**src/sv/edrb_pkg.sv**
```systemverilog
// Package for the Ethernet DMA ring register block: constants, codes and register offsets.
package edrb_pkg;

  localparam int DescBytesDefault = 16;
  localparam int IndexBitsDefault = 12;

  localparam int OP_W    = 3;
  localparam int OFF_W   = 17;
  localparam int LEN_W   = 14;
  localparam int DIDX_W  = 12;

  typedef enum logic [OP_W-1:0] {
    OP_READ  = 3'd0,
    OP_WRITE = 3'd1,
    OP_TXDESC = 3'd2,
    OP_RXPKT = 3'd3,
    OP_LINK  = 3'd4
  } op_t;

  localparam logic [OFF_W-1:0] OFF_TX_BASE  = 17'h00800;
  localparam logic [OFF_W-1:0] OFF_TX_SIZE  = 17'h00804;
  localparam logic [OFF_W-1:0] OFF_TX_CPU   = 17'h00808;
  localparam logic [OFF_W-1:0] OFF_TX_DMA   = 17'h0080C;
  localparam logic [OFF_W-1:0] OFF_RX_BASE  = 17'h00900;
  localparam logic [OFF_W-1:0] OFF_RX_SIZE  = 17'h00904;
  localparam logic [OFF_W-1:0] OFF_RX_CPU   = 17'h00908;
  localparam logic [OFF_W-1:0] OFF_RX_DMA   = 17'h0090C;
  localparam logic [OFF_W-1:0] OFF_DMA_CFG  = 17'h00A04;
  localparam logic [OFF_W-1:0] OFF_INT_STAT = 17'h00A20;
  localparam logic [OFF_W-1:0] OFF_INT_MASK = 17'h00A28;
  localparam logic [OFF_W-1:0] OFF_CNT0     = 17'h00D00;
  localparam logic [OFF_W-1:0] OFF_CNT1     = 17'h00D04;
  localparam logic [OFF_W-1:0] OFF_CNT2     = 17'h00D08;
  localparam logic [OFF_W-1:0] OFF_CNT3     = 17'h00D0C;
  localparam logic [OFF_W-1:0] OFF_PHY_CMD  = 17'h100C0;
  localparam logic [OFF_W-1:0] OFF_PHY_RES  = 17'h100C4;

  // configuration register indexes
  localparam logic [1:0] CFG_PHY_ID_HIGH = 2'd0;
  localparam logic [1:0] CFG_PHY_ID_LOW  = 2'd1;
  localparam logic [1:0] CFG_RX_MAX_LEN  = 2'd2;

  localparam logic [15:0] PHY_ID_HIGH_RST = 16'hBADB;
  localparam logic [15:0] PHY_ID_LOW_RST  = 16'hADBA;
  localparam logic [13:0] RX_MAX_LEN_RST  = 14'd2048;

  // MII register values
  localparam logic [15:0] BMCR_DEF   = 16'h3100;
  localparam logic [15:0] BMSR_DEF   = 16'h7848;
  localparam logic [15:0] ANAR_DEF   = 16'h01E1;
  localparam logic [15:0] ANLPAR_DN  = 16'h0080;
  localparam logic [15:0] BMSR_LINK  = 16'h0024;
  localparam logic [15:0] ANLPAR_UP  = 16'h01E1;

endpackage

```
**src/sv/eth_dma_ring_register_block_unit.sv**
```systemverilog
// Top level of the Ethernet DMA ring register block.
//
//  channel  dir  payload (low bit first)
//  s_axis   in   op, reg_offset, write_data, desc_buffer_addr, desc_info_word,
//                rx_length, link_up
//  m_axis   out  read_data, irq_line, fetch_tx_desc, desc_ring_addr, desc_index,
//                desc_writeback, desc_info_out, packet_go, packet_buffer_addr,
//                packet_length
//  cfg      in   cfg_we, cfg_index, cfg_data
//
// One beat is taken per cycle while m_axis is not stalled; its result shows in the output register the
// cycle after acceptance, set by the single register update pass.
// A new beat is accepted whenever the output register is empty or drains in
// the same cycle. rst is synchronous; it clears ring, DMA, IRQ, counter and PHY command/result state,
// sets PHY and cfg defaults, link comes up. A stall on m_axis holds the result and backs up s_axis, no more.
module eth_dma_ring_register_block_unit
  import edrb_pkg::*;
#(
  parameter int DESC_BYTES = DescBytesDefault,
  parameter int INDEX_BITS = IndexBitsDefault
) (
  input  logic         clk,
  input  logic         rst,
  input  logic         s_axis_tvalid,
  output logic         s_axis_tready,
  // op[2:0], reg_offset[19:3], write_data[51:20], desc_buffer_addr[83:52],
  // desc_info_word[115:84], rx_length[129:116], link_up[130], zero pad
  input  logic [135:0] s_axis_tdata,
  output logic         m_axis_tvalid,
  input  logic         m_axis_tready,
  // read_data[31:0], irq_line[32], fetch_tx_desc[33], desc_ring_addr[65:34],
  // desc_index[77:66], desc_writeback[78], desc_info_out[110:79],
  // packet_go[111], packet_buffer_addr[143:112], packet_length[157:144], pad
  output logic [159:0] m_axis_tdata,
  input  logic         cfg_we,
  input  logic [1:0]   cfg_index,
  input  logic [15:0]  cfg_data
);

  localparam int IW = INDEX_BITS;

  // input fields
  logic [OP_W-1:0]  op;
  logic [OFF_W-1:0] reg_offset;
  logic [31:0]      write_data, desc_buffer_addr, desc_info_word;
  logic [LEN_W-1:0] rx_length;
  logic             link_up;

  assign op               = s_axis_tdata[2:0];
  assign reg_offset       = s_axis_tdata[19:3];
  assign write_data       = s_axis_tdata[51:20];
  assign desc_buffer_addr = s_axis_tdata[83:52];
  assign desc_info_word   = s_axis_tdata[115:84];
  assign rx_length        = s_axis_tdata[129:116];
  assign link_up          = s_axis_tdata[130];

  // state
  logic [15:0]   phy_id_high, phy_id_low;
  logic [13:0]   rx_max_len;
  logic [31:0]   tx_base_addr, rx_base_addr;
  logic [IW-1:0] tx_ring_size, tx_cpu_index, tx_dma_index;
  logic [IW-1:0] rx_ring_size, rx_cpu_index, rx_dma_index;
  logic [1:0]    dma_enables;
  logic          tx_wait_desc;
  logic [31:0]   irq_status, irq_enable;
  logic [31:0]   traffic_counters [4];
  logic [27:0]   phy_command;
  logic [17:0]   phy_result;
  logic [15:0]   phy_regs [4];
  logic          link_state;

  logic [31:0]   tx_base_addr_next, rx_base_addr_next;
  logic [IW-1:0] tx_ring_size_next, tx_cpu_index_next, tx_dma_index_next;
  logic [IW-1:0] rx_ring_size_next, rx_cpu_index_next, rx_dma_index_next;
  logic [1:0]    dma_enables_next;
  logic          tx_wait_desc_next;
  logic [31:0]   irq_status_next, irq_enable_next;
  logic [31:0]   traffic_counters_next [4];
  logic [27:0]   phy_command_next;
  logic [17:0]   phy_result_next;
  logic [15:0]   phy_regs_next [4];
  logic          link_state_next;

  // result fields
  logic [31:0]      read_data, desc_ring_addr, desc_info_out, packet_buffer_addr;
  logic             irq_line, fetch_tx_desc, desc_writeback, packet_go;
  logic [DIDX_W-1:0] desc_index;
  logic [LEN_W-1:0] packet_length;

  logic        take;
  logic [159:0] out_reg;

  assign s_axis_tready = !m_axis_tvalid || m_axis_tready;
  assign take = s_axis_tvalid && s_axis_tready;
  assign m_axis_tdata = out_reg;

  // shared helpers
  logic [IW-1:0] wd_idx, tx_prev, rx_next_cpu, tx_dma_adv, rx_dma_adv;
  logic [IW:0]   tx_cpu_p1, tx_dma_p1, rx_dma_p1;
  logic [31:0]   tx_addr_new, tx_addr_cur, rx_addr_cur;
  logic [13:0]   tx_len;
  logic [4:0]    pc_reg;
  logic [15:0]   pc_data, pc_rd;
  logic          rx_ok, tx_ok;

  assign wd_idx      = write_data[IW-1:0];
  assign tx_prev     = (wd_idx == '0) ? tx_ring_size - 1'b1 : wd_idx - 1'b1;
  assign tx_cpu_p1   = {1'b0, wd_idx} + 1'b1;
  assign rx_next_cpu = (tx_cpu_p1 >= {1'b0, rx_ring_size}) ? '0 : tx_cpu_p1[IW-1:0];
  assign tx_dma_p1   = {1'b0, tx_dma_index} + 1'b1;
  assign tx_dma_adv  = (tx_dma_p1 >= {1'b0, tx_ring_size}) ? '0 : tx_dma_p1[IW-1:0];
  assign rx_dma_p1   = {1'b0, rx_dma_index} + 1'b1;
  assign rx_dma_adv  = (rx_dma_p1 >= {1'b0, rx_ring_size}) ? '0 : rx_dma_p1[IW-1:0];
  assign tx_addr_new = tx_base_addr + 32'(DESC_BYTES) * 32'(tx_prev);
  assign tx_addr_cur = tx_base_addr + 32'(DESC_BYTES) * 32'(tx_dma_index);
  assign rx_addr_cur = rx_base_addr + 32'(DESC_BYTES) * 32'(rx_dma_index);
  assign tx_len      = desc_info_word[29:16];
  assign pc_reg      = write_data[12:8];
  assign pc_data     = write_data[31:16];
  assign tx_ok = desc_buffer_addr != '0 && !desc_info_word[31] && tx_len != '0;
  assign rx_ok = dma_enables[1] && rx_base_addr != '0 && rx_ring_size != '0 &&
                 rx_dma_index < rx_ring_size && rx_cpu_index < rx_ring_size &&
                 rx_cpu_index != rx_dma_index && desc_buffer_addr != '0 &&
                 !desc_info_word[31] && rx_length <= rx_max_len;

  // PHY read value
  always_comb begin
    unique case (pc_reg)
      5'd0:    pc_rd = phy_regs[0];
      5'd1:    pc_rd = phy_regs[1];
      5'd2:    pc_rd = phy_id_high;
      5'd3:    pc_rd = phy_id_low;
      5'd4:    pc_rd = phy_regs[2];
      5'd5:    pc_rd = phy_regs[3];
      default: pc_rd = phy_result[15:0];
    endcase
  end

  // one update pass per beat
  always_comb begin
    logic [17:0] pr_t;
    logic [15:0] bmsr_t;
    tx_base_addr_next = tx_base_addr;  rx_base_addr_next = rx_base_addr;
    tx_ring_size_next = tx_ring_size;  rx_ring_size_next = rx_ring_size;
    tx_cpu_index_next = tx_cpu_index;  rx_cpu_index_next = rx_cpu_index;
    tx_dma_index_next = tx_dma_index;  rx_dma_index_next = rx_dma_index;
    dma_enables_next = dma_enables;    tx_wait_desc_next = tx_wait_desc;
    irq_status_next = irq_status;      irq_enable_next = irq_enable;
    for (int k = 0; k < 4; k++) begin
      traffic_counters_next[k] = traffic_counters[k];
      phy_regs_next[k] = phy_regs[k];
    end
    phy_command_next = phy_command;    phy_result_next = phy_result;
    link_state_next = link_state;
    read_data = '0; fetch_tx_desc = 1'b0; desc_ring_addr = '0; desc_index = '0;
    desc_writeback = 1'b0; desc_info_out = '0; packet_go = 1'b0;
    packet_buffer_addr = '0; packet_length = '0;
    pr_t = '0; bmsr_t = '0;

    unique case (op)
      OP_READ: begin
        unique case (reg_offset)
          OFF_TX_BASE:  read_data = tx_base_addr;
          OFF_TX_SIZE:  read_data = 32'(tx_ring_size);
          OFF_TX_CPU:   read_data = 32'(tx_cpu_index);
          OFF_TX_DMA:   read_data = 32'(tx_dma_index);
          OFF_RX_BASE:  read_data = rx_base_addr;
          OFF_RX_SIZE:  read_data = 32'(rx_ring_size);
          OFF_RX_CPU:   read_data = 32'(rx_cpu_index);
          OFF_RX_DMA:   read_data = 32'(rx_dma_index);
          OFF_DMA_CFG:  read_data = {29'd0, dma_enables[1], tx_wait_desc, dma_enables[0]};
          OFF_INT_STAT: read_data = irq_status;
          OFF_INT_MASK: read_data = irq_enable;
          OFF_CNT0:     read_data = traffic_counters[0];
          OFF_CNT1:     read_data = traffic_counters[1];
          OFF_CNT2:     read_data = traffic_counters[2];
          OFF_CNT3:     read_data = traffic_counters[3];
          OFF_PHY_CMD:  read_data = {phy_command[27:12], 1'b0, phy_command[11],
                                     phy_command[10], phy_command[9:5], 3'd0,
                                     phy_command[4:0]};
          OFF_PHY_RES: begin
            // status bits toggle on every read
            pr_t = phy_result ^ 18'h30000;
            phy_result_next = pr_t;
            read_data = {pr_t[15:0], 14'd0, pr_t[17], pr_t[16]};
          end
          default: read_data = '0;
        endcase
      end
      OP_WRITE: begin
        unique case (reg_offset)
          OFF_TX_BASE: tx_base_addr_next = write_data;
          OFF_TX_SIZE: tx_ring_size_next = wd_idx;
          OFF_TX_CPU: begin
            tx_cpu_index_next = wd_idx;
            tx_dma_index_next = tx_prev;
            if (dma_enables[0] && !tx_wait_desc && tx_base_addr != '0 &&
                tx_ring_size != '0 && tx_prev < tx_ring_size &&
                wd_idx < tx_ring_size) begin
              tx_wait_desc_next = 1'b1;
              fetch_tx_desc = 1'b1;
              desc_ring_addr = tx_addr_new;
              desc_index = DIDX_W'(tx_prev);
            end
          end
          OFF_RX_BASE: rx_base_addr_next = write_data;
          OFF_RX_SIZE: rx_ring_size_next = wd_idx;
          OFF_RX_CPU: begin
            rx_cpu_index_next = wd_idx;
            rx_dma_index_next = rx_next_cpu;
          end
          OFF_RX_DMA:   rx_dma_index_next = wd_idx;
          OFF_DMA_CFG:  dma_enables_next = {write_data[2], write_data[0]};
          OFF_INT_STAT: irq_status_next = irq_status & ~write_data;
          OFF_INT_MASK: irq_enable_next = write_data;
          OFF_PHY_CMD: begin
            if (write_data[14]) phy_result_next = {phy_result[17:16], pc_rd};
            if (write_data[13]) begin
              if (pc_reg == 5'd0) begin
                if (pc_data[15]) begin
                  // MII defaults for the present link
                  phy_regs_next[0] = BMCR_DEF;
                  phy_regs_next[1] = link_state ? (BMSR_DEF | BMSR_LINK)
                                                : (BMSR_DEF & ~BMSR_LINK);
                  phy_regs_next[2] = ANAR_DEF;
                  phy_regs_next[3] = link_state ? (ANLPAR_DN | ANLPAR_UP) : ANLPAR_DN;
                end else begin
                  phy_regs_next[0] = pc_data;
                end
              end else if (pc_reg == 5'd4) begin
                phy_regs_next[2] = pc_data;
              end
            end
            // command flags are not kept
            phy_command_next = {pc_data, 2'b00, pc_reg, write_data[4:0]};
          end
          OFF_PHY_RES: phy_result_next = {write_data[1:0], phy_result[15:0]};
          default: ;
        endcase
      end
      OP_TXDESC: begin
        if (tx_wait_desc) begin
          tx_wait_desc_next = 1'b0;
          if (tx_ok) begin
            desc_ring_addr = tx_addr_cur;
            desc_index = DIDX_W'(tx_dma_index);
            desc_writeback = 1'b1;
            desc_info_out = desc_info_word | 32'h8000_0000;
            packet_go = 1'b1;
            packet_buffer_addr = desc_buffer_addr;
            packet_length = tx_len;
            traffic_counters_next[0] = traffic_counters[0] + 32'd1;
            traffic_counters_next[1] = traffic_counters[1] + 32'(tx_len);
            irq_status_next = irq_status | 32'h1;
            tx_dma_index_next = tx_dma_adv;
          end
        end
      end
      OP_RXPKT: begin
        if (rx_ok) begin
          desc_ring_addr = rx_addr_cur;
          desc_index = DIDX_W'(rx_dma_index);
          desc_writeback = 1'b1;
          desc_info_out = desc_info_word | {2'b10, rx_length, 16'd0};
          packet_go = 1'b1;
          packet_buffer_addr = desc_buffer_addr;
          packet_length = rx_length;
          traffic_counters_next[2] = traffic_counters[2] + 32'd1;
          traffic_counters_next[3] = traffic_counters[3] + 32'(rx_length);
          irq_status_next = irq_status | 32'h10000;
          rx_dma_index_next = rx_dma_adv;
        end
      end
      OP_LINK: begin
        link_state_next = link_up;
        bmsr_t = link_up ? (phy_regs[1] | BMSR_LINK) : (phy_regs[1] & ~BMSR_LINK);
        phy_regs_next[1] = bmsr_t;
        phy_regs_next[3] = link_up ? (phy_regs[3] | ANLPAR_UP) : ANLPAR_DN;
      end
      default: ;
    endcase
    irq_line = (irq_status_next & irq_enable_next) != '0;
  end

  // state registers
  always_ff @(posedge clk) begin
    if (rst) begin
      tx_base_addr <= '0; tx_ring_size <= '0; tx_cpu_index <= '0; tx_dma_index <= '0;
      rx_base_addr <= '0; rx_ring_size <= '0; rx_cpu_index <= '0; rx_dma_index <= '0;
      dma_enables <= '0; tx_wait_desc <= 1'b0; irq_status <= '0; irq_enable <= '0;
      for (int k = 0; k < 4; k++) traffic_counters[k] <= '0;
      phy_command <= '0; phy_result <= '0; link_state <= 1'b1;
      phy_regs[0] <= BMCR_DEF;
      phy_regs[1] <= BMSR_DEF | BMSR_LINK;
      phy_regs[2] <= ANAR_DEF;
      phy_regs[3] <= ANLPAR_DN | ANLPAR_UP;
    end else if (take) begin
      tx_base_addr <= tx_base_addr_next; tx_ring_size <= tx_ring_size_next;
      tx_cpu_index <= tx_cpu_index_next; tx_dma_index <= tx_dma_index_next;
      rx_base_addr <= rx_base_addr_next; rx_ring_size <= rx_ring_size_next;
      rx_cpu_index <= rx_cpu_index_next; rx_dma_index <= rx_dma_index_next;
      dma_enables <= dma_enables_next; tx_wait_desc <= tx_wait_desc_next;
      irq_status <= irq_status_next; irq_enable <= irq_enable_next;
      for (int k = 0; k < 4; k++) begin
        traffic_counters[k] <= traffic_counters_next[k];
        phy_regs[k] <= phy_regs_next[k];
      end
      phy_command <= phy_command_next; phy_result <= phy_result_next;
      link_state <= link_state_next;
    end
  end

  // configuration registers
  always_ff @(posedge clk) begin
    if (rst) begin
      phy_id_high <= PHY_ID_HIGH_RST;
      phy_id_low  <= PHY_ID_LOW_RST;
      rx_max_len  <= RX_MAX_LEN_RST;
    end else if (cfg_we) begin
      if (cfg_index == CFG_PHY_ID_HIGH) phy_id_high <= cfg_data;
      if (cfg_index == CFG_PHY_ID_LOW)  phy_id_low  <= cfg_data;
      if (cfg_index == CFG_RX_MAX_LEN)  rx_max_len  <= cfg_data[13:0];
    end
  end

  // output register
  always_ff @(posedge clk) begin
    if (rst) begin
      m_axis_tvalid <= 1'b0;
    end else if (take) begin
      m_axis_tvalid <= 1'b1;
    end else if (m_axis_tready) begin
      m_axis_tvalid <= 1'b0;
    end
  end

  always_ff @(posedge clk) begin
    if (take) begin
      out_reg <= {2'd0, packet_length, packet_buffer_addr, packet_go, desc_info_out,
                  desc_writeback, desc_index, desc_ring_addr, fetch_tx_desc,
                  irq_line, read_data};
    end
  end

`ifndef SYNTHESIS
  // a fetch request only goes out when none was pending
  a_fetch_once: assert property (@(posedge clk) disable iff (rst)
    take && fetch_tx_desc |-> !tx_wait_desc) else $error("fetch while pending");
  // a fetch leaves a descriptor pending
  a_fetch_pend: assert property (@(posedge clk) disable iff (rst)
    take && fetch_tx_desc |=> tx_wait_desc) else $error("fetch not pending");
  // every sent or stored packet writes its descriptor back
  a_go_wb: assert property (@(posedge clk) disable iff (rst)
    m_axis_tvalid |-> out_reg[111] == out_reg[78]) else $error("go without writeback");
  // held result is not overwritten during a stall
  a_hold: assert property (@(posedge clk) disable iff (rst)
    m_axis_tvalid && !m_axis_tready |=> $stable(out_reg)) else $error("result lost");
`endif

endmodule
```
**config.mk**
```make
export PLATFORM = sky130hd
export DESIGN_NAME = eth_dma_ring_register_block_unit
export DESIGN_NICKNAME = d
export VERILOG_FILES = /design/src/sv/edrb_pkg.sv /design/src/sv/eth_dma_ring_register_block_unit.sv
export SDC_FILE = /design/constraint.sdc
export NUM_CORES = 2
export LEC_CHECK = 0
export ABC_AREA = 1
export BUFFER_PORTS_ARGS = -buffer_cell sky130_fd_sc_hd__buf_2
export CAP_MARGIN = 10
export CELL_PAD_IN_SITES_DETAIL_PLACEMENT = 1
export CELL_PAD_IN_SITES_GLOBAL_PLACEMENT = 1
export CORE_AREA = 4 4 296 298
export CTS_BUF_LIST = sky130_fd_sc_hd__clkbuf_16
export DETAILED_ROUTE_END_ITERATION = 8
export DIE_AREA = 0 0 300 302
export PLACE_DENSITY_LB_ADDON = 0.1
export SYNTH_ARGS = -nofsm -noshare
export SYNTH_HDL_FRONTEND = slang
export SYNTH_SLANG_ARGS = --single-unit
```
**constraint.sdc**
```tcl
create_clock -name clk -period 32.8 [get_ports clk]
set_input_delay 6.56 -clock clk [delete_from_list [all_inputs] [get_ports clk]]
set_output_delay 6.56 -clock clk [all_outputs]
set_load 0.02 [all_outputs]
```
==> summary.txt <==
Outcome
  • Outcome: finished, final reports clean

Detailed routing
  • DRC Markers: 0
  • DRT Wirelength: 168 mm
  • Routed length per placed instance: 25.4 um
  • 1st-iter DRT viols: 3731
  • Detail-routed via count per cell: 5.93
  • First-pass DRT Iterations: 6
  • Via count: 39300
  • Routed Antenna Nets: 0

Clock tree
  • Clk sinks: 611
  • Longest Clk Path Bufs: 3
  • CTS Root Cell: clkbuf_16
  • Setup Fix Bufs, Post-CTS: 0
  • CTS resizes: 0
  • CTS Hold Bufs: 0
  • CTS tree: done
  • CTS buffer count: 73
  • Clock slew at reported path FFs: 70 ps
  • Clk_lat worst skew: 640 ps
  • H-tree Lvls: 3

Synth
  • Yosys top cell by area: edfxtp_1
  • Synth top cells by count: nand2_1, inv_1, nor2_1
  • Fraction of registers with async set/reset: 0%
  • Most numerous cell in the Yosys netlist: nand2_1
  • Post-synthesis average cell area: 7.34 um^2
  • Synthesized flop and latch total: 611
  • Sequential area share after synthesis: 40.4%
  • Warnings from Yosys: 0
  • Cell variety after synth: 61
  • Syn Std Cell Area: 38100 um^2
  • Post-synth top area share: 24.9%
  • Most used DFF post-synth: edfxtp_1
  • Top post-synthesis cells by area: edfxtp_1, dfxtp_1, nand2_1, inv_1, a21oi_1
  • Syn Inst Count: 5188
  • Post-synth EDFFs: 316

Setup path
  • CP Class: in -> out
  • Worst setup EP type: primary output
  • Data required time at the worst endpoint: 26240 ps
  • Crit path DAT: 6960 ps
  • Crit path max fanout: 3
  • Worst Setup Start Kind: primary input

Pwr
  • P_sw: 0.000505 W
  • Internal: 0.00130 W
  • P_leak: 18.3 nW
  • Clk pwr share: 42.9%
  • Combinational Power Share: 10.3%
  • PwrDens: 42.3 nW/um^2
  • Part of the power in registers: 46.8%
  • Switching share of power: 27.9%
  • Maximum VDD drop: 0.0324 mV

Timing
  • Pins Over Slew Limit: 0
  • RSZ-0062 raised after global routing: no
  • Setup TNS: 0 ps
  • Final setup violation count: 0
  • Worst hold margin: 459 ps
  • Hold Violations, Final: 0
  • Worst Skew: 22.7 ps
  • Max Freq: 73.9 MHz
  • Ratio of final minimum period to clock period: 41.2%
  • Worst slew pin tran: 1270 ps
  • Tmin final: 13520 ps
  • Slew HR: 15.3%

Place
  • Detailed placer's ending HPWL: 126 mm
  • Placed cell count: 6478
  • IO buf count: 313
  • Placer Congestion: 0.969
  • Placed instance area: 40500 um^2

Layout
  • Fin nets: 5739
  • Layout cells sized above 1: 10.4%
  • Non-Filler Instances: 6621
  • Core Util, Final: 50.4%
  • Final Cell Area: 42700 um^2
  • Area Growth Syn to Fin: 12.3%

Global route
  • Largest net degree at the start of global routing: 79
  • First-pass GRT wire length: 247 mm
  • GRT Total Usage: 36.1%
  • Overflow after GRT: 0
  • Vias in the first global route: 38500
  • Initial antenna violation count: 12

Die
  • Total die area: 90600 um^2
  • Die Y-Extent: 302 um
  • Rows: 107
  • Die Wd: 300 um
  • # IOs: 321
  • Core area: 84900 um^2
  • Initial cell density of the core: 44.9%

Worst hold path
  • Worst hold path class: reg -> reg

Job
  • Max cap viols: 0
-- worst max-delay path: stages --
cell     delay, ps
buf_2          100
inv_1           50
nand2_1         80
buf_2          170
-- worst paths after layout --
kind                   startpoint                      end  slack, ps  cells past startpoint
hold / removal     irq_status[13]           irq_status[13]        460                      2
hold reg to reg    irq_status[13]           irq_status[13]        460                      2
setup reg to reg  rx_dma_index[9]  traffic_counters[3][23]      28420                      8
setup / recovery    m_axis_tready            s_axis_tready      19280                      4
-- cells in the final DEF, fill, tap and decap left out, types with 12 or more instances in the layout --
| cell | n |
|---|---|
| nor2_2 | 13 |
| inv_1 | 670 |
| nor3_1 | 101 |
| dfxtp_1 | 295 |
| a21oi_1 | 421 |
| inv_2 | 22 |
| clkbuf_16 | 74 |
| a21boi_0 | 44 |
| a22oi_1 | 24 |
| o21ai_1 | 13 |
| nor4_1 | 25 |
| edfxtp_1 | 316 |
| or2_2 | 28 |
| xor2_1 | 53 |
| o211ai_1 | 12 |
| nand4_1 | 160 |
| o21ai_0 | 404 |
| nor2_1 | 511 |
| xnor2_1 | 16 |
| clkinv_1 | 20 |
| buf_4 | 42 |
| buf_2 | 313 |
| nand2_1 | 1152 |
| o22ai_1 | 79 |
| o221ai_1 | 32 |
| a211oi_1 | 16 |
| a311oi_1 | 21 |
| nand2_2 | 12 |
| nand3_1 | 274 |
| ha_1 | 165 |
-- routing by layer --
| layer | global-route usage, % | routed length [um] | up-vias |
|---|---|---|---|
| li1 | - | - | 18000 |
| met1 | 47.5 | 68600 | 19300 |
| met2 | 58.5 | 76500 | 1619 |
| met3 | 5.32 | 13700 | 361 |
| met4 | 17.5 | 9090 | 2 |
| met5 | 0 | 11 | - |
-- logic make-up (layout without fill, tap and decap cells) --
kind of cell / after synthesis / after routing / synth area share (%)
simple gates: 2340 / 2340 / 26.7
compound gates: 1113 / 1113 / 16.3
buf+inv: 884 / 1163 / 9.19
flops: 611 / 611 / 40.4
fa+ha+maj: 170 / 170 / 5.69
xor+xnor: 69 / 69 / 1.59
other cells: 1 / 11 / 0.00985
-- power by group through the flow --
stage          logic [W]  registers (W)  clock network [W]
2_1_floorplan  0.0000956       0.000869                  0
3_3_place_gp    0.000178       0.000861                  0
3_5_place_dp    0.000182       0.000862                  0
4_1_cts         0.000184       0.000846           0.000783
5_1_grt         0.000202       0.000848           0.000816
6_report        0.000186       0.000846           0.000777
-- final cells by class --
type | count | area, um^2
antenna | 9 | 22.5
clock buffer | 74 | 1850
clock inverter | 59 | 357
fill | 10900 | 42100
inverter | 674 | 2540
multi-input combinational | 3694 | 19300
sequential | 611 | 15400
tap | 1144 | 1430
timing repair buffer | 356 | 1890
-- state kept, by name (all words and copies together), names as in the netlist, 14 cells and up --
name	flops
tx_base_addr	32
m_axis_tdata	156
rx_max_len	14
irq_enable	32
phy_regs	32
rx_base_addr	32
phy_command	26
traffic_counters	128
phy_result	18
phy_id_high	16
irq_status	32
phy_id_low	16
-- through the flow --
step           power, W  setup WS (ps)
3_3_place_gp    0.00104          19310
5_1_grt         0.00187          19250
3_5_place_dp    0.00104          19270
6_report        0.00181          19280
4_1_cts         0.00181          19270
2_1_floorplan  0.000965          16950
(Power assumes the default switching activity.)
